<file path="config.mk">
export PLATFORM = sky130hd
export DESIGN_NAME = switch_debounce_long_press_core
export DESIGN_NICKNAME = d
export VERILOG_FILES = /design/src/hw/rtl/sdlp_pkg.sv /design/src/hw/rtl/sdlp_cfg_regs.sv /design/src/hw/rtl/sdlp_tick_core.sv /design/src/hw/rtl/switch_debounce_long_press_core.sv
export VERILOG_INCLUDE_DIRS = /design/src /design/src/hw/rtl
export SDC_FILE = /design/constraint.sdc
export NUM_CORES = 1
export LEC_CHECK = 0
export ABC_AREA = 1
export BUFFER_PORTS_ARGS = -buffer_cell sky130_fd_sc_hd__clkbuf_2
export CAP_MARGIN = 20
export CORE_MARGIN = 5
export CORE_UTILIZATION = 30
export DETAILED_ROUTE_END_ITERATION = 7
export GPL_TIMING_DRIVEN = 0
export HOLD_SLACK_MARGIN = 0.12
export PLACE_DENSITY = 0.44
export SLEW_MARGIN = 20
export SYNTH_ARGS = -nofsm -noshare
export SYNTH_HDL_FRONTEND = slang
export SYNTH_SLANG_ARGS = --single-unit
</file>
<file path="constraint.sdc">
create_clock -name aclk -period 4.2 [get_ports aclk]
set_input_delay 0.21 -clock aclk [delete_from_list [all_inputs] [get_ports aclk]]
set_output_delay 0.21 -clock aclk [all_outputs]
set_load 0.03 [all_outputs]
</file>
<file path="src/hw/rtl/switch_debounce_long_press_core_defines.svh">
// Assertion macros shared by the switch debounce RTL.
// Depends on nothing; a module that uses these must have aclk and aresetn in scope.
`ifndef SWITCH_DEBOUNCE_LONG_PRESS_CORE_DEFINES_SVH
`define SWITCH_DEBOUNCE_LONG_PRESS_CORE_DEFINES_SVH

// Checked on every rising clock edge, and not checked while reset is held.
`define SDLP_ASSERT(name, prop, msg) \
    name: assert property (@(posedge aclk) disable iff (!aresetn) prop) else $error(msg);

// Checked on every rising clock edge, reset included.
`define SDLP_ASSERT_ALWAYS(name, prop, msg) \
    name: assert property (@(posedge aclk) prop) else $error(msg);

`endif

</file>
<file path="src/hw/rtl/sdlp_pkg.sv">
// Shared types and constants for the switch debounce and long press core.
// Depends on nothing; used by every module in hw/rtl.
package sdlp_pkg;

    // Width of the elapsed millisecond counter (legal range 8 to 32).
    localparam int TIME_BITS = 16;
    localparam int MS_BITS   = 16;
    localparam int CMP_W     = (TIME_BITS > MS_BITS) ? TIME_BITS : MS_BITS;

    localparam int CFG_IDX_BITS  = 8;
    localparam int CFG_DATA_BITS = 16;

    localparam logic [CFG_IDX_BITS-1:0] REG_DEBOUNCE_MS   = CFG_IDX_BITS'(0);
    localparam logic [CFG_IDX_BITS-1:0] REG_LONG_PRESS_MS = CFG_IDX_BITS'(1);

    localparam logic [MS_BITS-1:0] DEBOUNCE_MS_RESET   = MS_BITS'(20);
    localparam logic [MS_BITS-1:0] LONG_PRESS_MS_RESET = MS_BITS'(1000);

    typedef struct packed {
        logic [MS_BITS-1:0] debounce_ms;
        logic [MS_BITS-1:0] long_press_ms;
    } cfg_t;

    typedef struct packed {
        logic switch_level;
        logic ack_pressed;
    } tick_t;

    typedef struct packed {
        logic is_down;
        logic is_long_press;
        logic short_press_event;
    } result_t;

endpackage

</file>
<file path="src/hw/rtl/sdlp_cfg_regs.sv">
// Configuration registers: debounce time and long press limit.
// Depends on sdlp_pkg.
module sdlp_cfg_regs
    import sdlp_pkg::*;
(
    input  logic                     aclk,
    input  logic                     aresetn,
    input  logic                     cfg_valid,
    output logic                     cfg_ready,
    input  logic [CFG_IDX_BITS-1:0]  cfg_index,
    input  logic [CFG_DATA_BITS-1:0] cfg_data,
    output cfg_t                     cfg
);

    cfg_t cfg_reg;

    assign cfg_ready = 1'b1;
    assign cfg       = cfg_reg;

    always_ff @(posedge aclk) begin
        if (!aresetn) begin
            cfg_reg.debounce_ms   <= DEBOUNCE_MS_RESET;
            cfg_reg.long_press_ms <= LONG_PRESS_MS_RESET;
        end else if (cfg_valid) begin
            case (cfg_index)
                REG_DEBOUNCE_MS:   cfg_reg.debounce_ms   <= cfg_data[MS_BITS-1:0];
                REG_LONG_PRESS_MS: cfg_reg.long_press_ms <= cfg_data[MS_BITS-1:0];
                default: ;
            endcase
        end
    end

endmodule

</file>
<file path="src/hw/rtl/sdlp_tick_core.sv">
// Debounce state and the per-tick update: elapsed counter, level and press flag.
// Depends on sdlp_pkg.
module sdlp_tick_core
    import sdlp_pkg::*;
(
    input  logic    aclk,
    input  logic    aresetn,
    input  logic    step_en,
    input  cfg_t    cfg,
    input  tick_t   tick,
    output result_t result
);

    localparam logic [TIME_BITS-1:0] TIME_MAX = {TIME_BITS{1'b1}};

    logic                 stable_level_reg, stable_level_next;
    logic                 raw_level_reg, raw_level_next;
    logic                 level_valid_reg, level_valid_next;
    logic [TIME_BITS-1:0] elapsed_ms_reg, elapsed_ms_next;
    logic                 press_flag_reg, press_flag_next;

    logic [TIME_BITS-1:0] elapsed_inc;
    logic                 flag_report;
    logic [CMP_W-1:0]     inc_x, elapsed_x, debounce_x, long_x;

    assign debounce_x = CMP_W'(cfg.debounce_ms);
    assign long_x     = CMP_W'(cfg.long_press_ms);
    assign inc_x      = CMP_W'(elapsed_inc);

    always_comb begin
        elapsed_inc = (elapsed_ms_reg != TIME_MAX) ? elapsed_ms_reg + 1'b1 : elapsed_ms_reg;

        stable_level_next = stable_level_reg;
        raw_level_next    = raw_level_reg;
        level_valid_next  = level_valid_reg;
        elapsed_ms_next   = elapsed_inc;
        flag_report       = press_flag_reg;

        if (tick.switch_level != raw_level_reg) begin
            if (level_valid_reg) begin
                // A release that ends a stable press reports whether it was short.
                if (!tick.switch_level && stable_level_reg) begin
                    flag_report = (inc_x < long_x);
                end
                if (tick.switch_level != stable_level_reg) begin
                    level_valid_next = 1'b0;
                end
            end
            if (!level_valid_next) begin
                elapsed_ms_next = '0;
                raw_level_next  = tick.switch_level;
            end
        end

        elapsed_x = CMP_W'(elapsed_ms_next);
        if (!level_valid_next && (elapsed_x > debounce_x)) begin
            stable_level_next = raw_level_next;
            level_valid_next  = 1'b1;
        end

        result.is_down           = stable_level_next;
        result.is_long_press     = stable_level_next && level_valid_next && (elapsed_x > long_x);
        result.short_press_event = flag_report;

        press_flag_next = tick.ack_pressed ? 1'b0 : flag_report;
    end

    always_ff @(posedge aclk) begin
        if (!aresetn) begin
            stable_level_reg <= 1'b0;
            raw_level_reg    <= 1'b0;
            level_valid_reg  <= 1'b1;
            elapsed_ms_reg   <= '0;
            press_flag_reg   <= 1'b0;
        end else if (step_en) begin
            stable_level_reg <= stable_level_next;
            raw_level_reg    <= raw_level_next;
            level_valid_reg  <= level_valid_next;
            elapsed_ms_reg   <= elapsed_ms_next;
            press_flag_reg   <= press_flag_next;
        end
    end

endmodule

</file>
<file path="src/hw/rtl/switch_debounce_long_press_core.sv">
// Push button debouncer with short and long press detection. Each input word is
// one millisecond tick (switch level and an acknowledge for the short press flag)
// and produces exactly one result word. The block takes one word per clock cycle
// and only stalls while a full result register waits on m_tready. A result word
// is presented on m_tvalid once its tick has moved from the input register into
// the result register; that move waits while the result register is full and not
// drained. The per-tick update is a single increment and a few compares on the
// 16-bit elapsed counter. Configuration registers may be written only while no
// tick is in flight.
// Depends on sdlp_pkg, sdlp_cfg_regs, sdlp_tick_core and the defines header.
`include "switch_debounce_long_press_core_defines.svh"

module switch_debounce_long_press_core
    import sdlp_pkg::*;
(
    input  logic                     aclk,
    input  logic                     aresetn,
    // Tick input.
    input  logic                     s_tvalid,
    output logic                     s_tready,
    input  logic [7:0]               s_tdata,   // [0] switch_level, [1] ack_pressed, rest zero
    // Result output.
    output logic                     m_tvalid,
    input  logic                     m_tready,
    output logic [7:0]               m_tdata,   // [0] is_down, [1] is_long_press,
                                                // [2] short_press_event, rest zero
    // Configuration write channel.
    input  logic                     cfg_valid,
    output logic                     cfg_ready,
    input  logic [CFG_IDX_BITS-1:0]  cfg_index,
    input  logic [CFG_DATA_BITS-1:0] cfg_data
);

    cfg_t    cfg;
    tick_t   in_tick_reg;
    logic    in_valid_reg;
    logic    out_valid_reg;
    result_t out_result_reg;
    result_t step_result;
    logic    advance;

    sdlp_cfg_regs u_cfg (
        .aclk      (aclk),
        .aresetn   (aresetn),
        .cfg_valid (cfg_valid),
        .cfg_ready (cfg_ready),
        .cfg_index (cfg_index),
        .cfg_data  (cfg_data),
        .cfg       (cfg)
    );

    sdlp_tick_core u_core (
        .aclk    (aclk),
        .aresetn (aresetn),
        .step_en (advance),
        .cfg     (cfg),
        .tick    (in_tick_reg),
        .result  (step_result)
    );

    // A word moves from the input register to the result register when the
    // result register is empty or is being drained this cycle.
    assign advance  = in_valid_reg && (!out_valid_reg || m_tready);
    assign s_tready = !in_valid_reg || advance;

    always_ff @(posedge aclk) begin
        if (!aresetn) begin
            in_valid_reg  <= 1'b0;
            out_valid_reg <= 1'b0;
        end else begin
            if (s_tready) begin
                in_valid_reg <= s_tvalid;
            end
            if (advance) begin
                out_valid_reg <= 1'b1;
            end else if (m_tready) begin
                out_valid_reg <= 1'b0;
            end
        end
    end

    always_ff @(posedge aclk) begin
        if (s_tready && s_tvalid) begin
            in_tick_reg.switch_level <= s_tdata[0];
            in_tick_reg.ack_pressed  <= s_tdata[1];
        end
        if (advance) begin
            out_result_reg <= step_result;
        end
    end

    assign m_tvalid = out_valid_reg;
    assign m_tdata  = {5'b0, out_result_reg.short_press_event,
                       out_result_reg.is_long_press, out_result_reg.is_down};

    `SDLP_ASSERT(a_advance_fills_output, advance |=> out_valid_reg, "advanced word missing")
    `SDLP_ASSERT(a_stalled_input_kept, (in_valid_reg && !advance) |=> in_valid_reg, "stalled tick lost")
    `SDLP_ASSERT(a_long_implies_down, out_valid_reg |-> (!out_result_reg.is_long_press || out_result_reg.is_down), "long while up")
    `SDLP_ASSERT_ALWAYS(a_reset_empties, !aresetn |=> (!in_valid_reg && !out_valid_reg), "not empty after reset")

endmodule

</file>
==> results_dict.tcl <==
set metrics [dict create \
    outcome "finished, final reports clean" \
    cp-endpoint "m_tdata[1]" \
    cts.sinks 59 \
    p_leak_nw 2.18 \
    syn_area_sq_um 3740 \
    cp_max_fo 5 \
    min_path_type "in -> reg" \
    synth_top_cell_by_area "dfxtp_1" \
    critPathKind "reg -> reg" \
    dpl.hpwl_mm 7.77 \
    gr-usage-met1_pct 18.0 \
    h-tree-depth 3 \
    crit_start "u_core.elapsed_ms_reg[0]" \
    numCtsBuffers 9 \
    finalHoldViolCount 0 \
    maxCapViolations 0 \
    slew_viol_final 0 \
    io_pins 48 \
    drc_errors 0 \
    tns_ns 0 \
    ff2ff_path_depth 19 \
    path_clk_slew_ns 0.05 \
    rr_endpoint "m_tdata[1]" \
    cts.path.max_buffers 2 \
    clock_latency_ns 0.33 \
    drt.antenna.violating_nets 0 \
    seq_area_sq_um 1230 \
    routedWlPerCell_microns 13.4 \
    grt_pass1_vias 3278 \
    die_x_microns 122 \
    post-cts-setup-buffers 0 \
    synth_top_area_share_pct 28.9 \
    ys_ff_latch 59 \
    grt_pass1_wl_mm 16.1 \
    critPathTopFamily "simple AND/OR/NAND/NOR gates" \
    min_period_ns 3.75 \
    met3_usage_pct 3.06 \
    r2r_slack_ns 0.45 \
    cp.depth 19 \
    worst_pin_slew_ns 0.732 \
    cp.required_ns 4.27 \
    grt_usage_pct 14.1 \
    n_antenna_cell 0 \
    endpoint_kind "flip-flop" \
    core-area_sq_um 12100 \
    ys_types 37 \
    drt-pass1-iter-count 4 \
    skew_ns 0.00642 \
    rows 40 \
    postRouteWirelength_mm 9.82 \
    cpPeakStageDelay_ns 0.36 \
    area_delta_synth_final_pct 21.1 \
    final_common_cell "nand2_1" \
    seq_area_frac_synth_pct 32.9 \
    largest_reg_flops 32 \
    drive_gt1_share_pct 12.9 \
    fin_crit_sh_pct 89.4 \
    cts_tree "built" \
    antenna_found_initial 0 \
    drtIter0Drc 172 \
    busiest_layer "met2" \
    final_cell_mix "86 x nand2_1, 75 x inv_1, 54 x dfxtp_1" \
    dr_total_vias 3342 \
    ir_drop_mv 0.155 \
    start_util_pct 30.9 \
    ctsHoldBuffers 10 \
    design.die.area_sq_um 14800 \
    cts.root.buffer_cell "clkbuf_16" \
    yosysWarnings 0 \
    crit_chain "ha_1 -> inv_1 -> nor2_1 -> nand2_1 -> nor2_4 -> nor4_4 -> nand4_2 -> nor3_2 -> xor2_2 -> nand2_2 -> inv_1 -> ha_1 -> nand2_1 -> inv_1 -> nand3_1 -> nor3_1 -> nand4_1 -> o21ai_0 -> nor2_1" \
    synthArstFlopShare_pct 0 \
    netlist_instances 502 \
    clock.fmax_mhz 266 \
    power_per_cell_area_nw_per_um2 344 \
    synth_edf_count 5 \
    syn_avg_cell_area_sq_um 7.45 \
    grt_max_degree 13 \
    cp_common_cell "inv_1" \
    io_buffers 34 \
    placed_area_sq_um 4130 \
    vias_per_cell 4.55 \
    multi_input_area_sq_um 2120 \
    met2_usage_pct 23.1 \
    gp_congestion 0.781 \
    synth_area_leaders "dfxtp_1 29%, ha_1 16%, nand2_1 8.6%, inv_1 7.5%, a21oi_1 7.0%" \
    synth_ff_type "dfxtp_1" \
    crit_buf_inv 3 \
    regToRegStartpoint "u_core.elapsed_ms_reg[0]" \
    grt.overflow.total 0 \
    grt_setup_unrepaired "false" \
    slowest_stage "nor3_1" \
    worstPathArrival_ns 3.82 \
    final_nets 647 \
    slew_headroom_pct 51.2 \
    die_h_microns 122 \
    critPathLaunchType "flip-flop" \
    ctsResizeCount 0 \
    fillCellCount 1324 \
    finalSetupViolations 0 \
    stdcell_area_sq_um 4530 \
]
==> cells in the mapped netlist, types with 2 or more instances <==
cell	n
nand2_1	86
inv_1	75
dfxtp_1	54
a21oi_1	52
ha_1	49
o21ai_0	45
nor2_1	37
clkbuf_1	12
nand3_1	12
o211ai_1	8
buf_4	6
nand4_1	6
nor3_1	6
xor2_1	6
a211oi_1	5
edfxtp_1	5
inv_2	5
o21ai_1	4
xnor2_1	4
a221oi_1	3
buf_2	3
a21oi_2	2
conb_1	2
o21bai_1	2
==> worst register-to-register path: stages (launching register included) <==
cell and delay (ns):
dfxtp_1 0.33, ha_1 0.21, inv_1 0.09, nor2_1 0.06
nand2_1 0.19, nor2_4 0.09, nor4_4 0.28, nand4_2 0.21
nor3_2 0.22, xor2_2 0.12, nand2_2 0.10, inv_1 0.07
ha_1 0.29, nand2_1 0.05, inv_1 0.08, nand3_1 0.10
nor3_1 0.36, nand4_1 0.19, o21ai_0 0.36, nor2_1 0.09
==> logic make-up (layout without fill, tap and decap cells) <==
| logic type | after synthesis | in the layout | share of synthesized area [%] |
|---|---|---|---|
| compound gates | 124 | 124 | 18.3 |
| xor+xnor | 11 | 11 | 2.78 |
| fa+ha+maj | 49 | 49 | 16.4 |
| buf+inv | 101 | 161 | 10.8 |
| flops | 59 | 59 | 32.9 |
| other cells | 2 | 6 | 0.201 |
| simple gates | 156 | 156 | 18.5 |
==> layer usage <==
metal | wire, microns | vias to the layer above
met4 | 214 | 0
met1 | 4630 | 1505
met3 | 303 | 13
met5 | 0 | -
li1 | - | 1784
met2 | 4670 | 40
==> power by group <==
| part | internal (mW) | switching, mW | total [mW] |
|---|---|---|---|
| Combinational | 0.0894 | 0.152 | 0.242 |
| Clock | 0.463 | 0.253 | 0.716 |
| Sequential | 0.587 | 0.0147 | 0.602 |
==> cell type report <==
| class | count | share of cell area [%] |
|---|---|---|
| timing repair buffer | 44 | 5.97 |
| clock buffer | 15 | 6.36 |
| inverter | 80 | 6.63 |
| sequential | 59 | 27.2 |
| tap | 168 | 4.64 |
| buffer | 21 | 2.32 |
| multi-input combinational | 346 | 46.8 |
| clock inverter | 1 | 0.111 |
==> per-stage QoR <==
step | hold WS (ns) | power, mW | cells | worst slack, ns | util [%]
after global routing | 0.158 | 1.65 | 734 | 0.115 | 37.4
final | 0.138 | 1.56 | 734 | 0.447 | 37.4
after detailed placement | 0.389 | 0.850 | 708 | 0.502 | 34.1
after global placement | 0.388 | 0.845 | 708 | 0.482 | 34.1
after floorplan | 0.309 | 0.775 | 506 | 1.27 | -
after CTS | 0.126 | 1.59 | 734 | 0.470 | 37.4
==> worst min-delay path by stage <==
stage	startpoint	to	slack, ns	depth (start not counted)
2_1_floorplan	s_tdata[1]	in_tick_reg[0]	0.31	0
3_3_place_gp	s_tdata[0]	in_tick_reg[1]	0.39	1
3_5_place_dp	s_tdata[0]	in_tick_reg[1]	0.39	1
4_1_cts	cfg_data[0]	u_cfg.cfg[16]	0.13	3
5_1_grt	cfg_data[15]	u_cfg.cfg[31]	0.16	3
6_report	cfg_data[0]	u_cfg.cfg[16]	0.14	3
No activity file was read; power rests on OpenSTA's default activity.
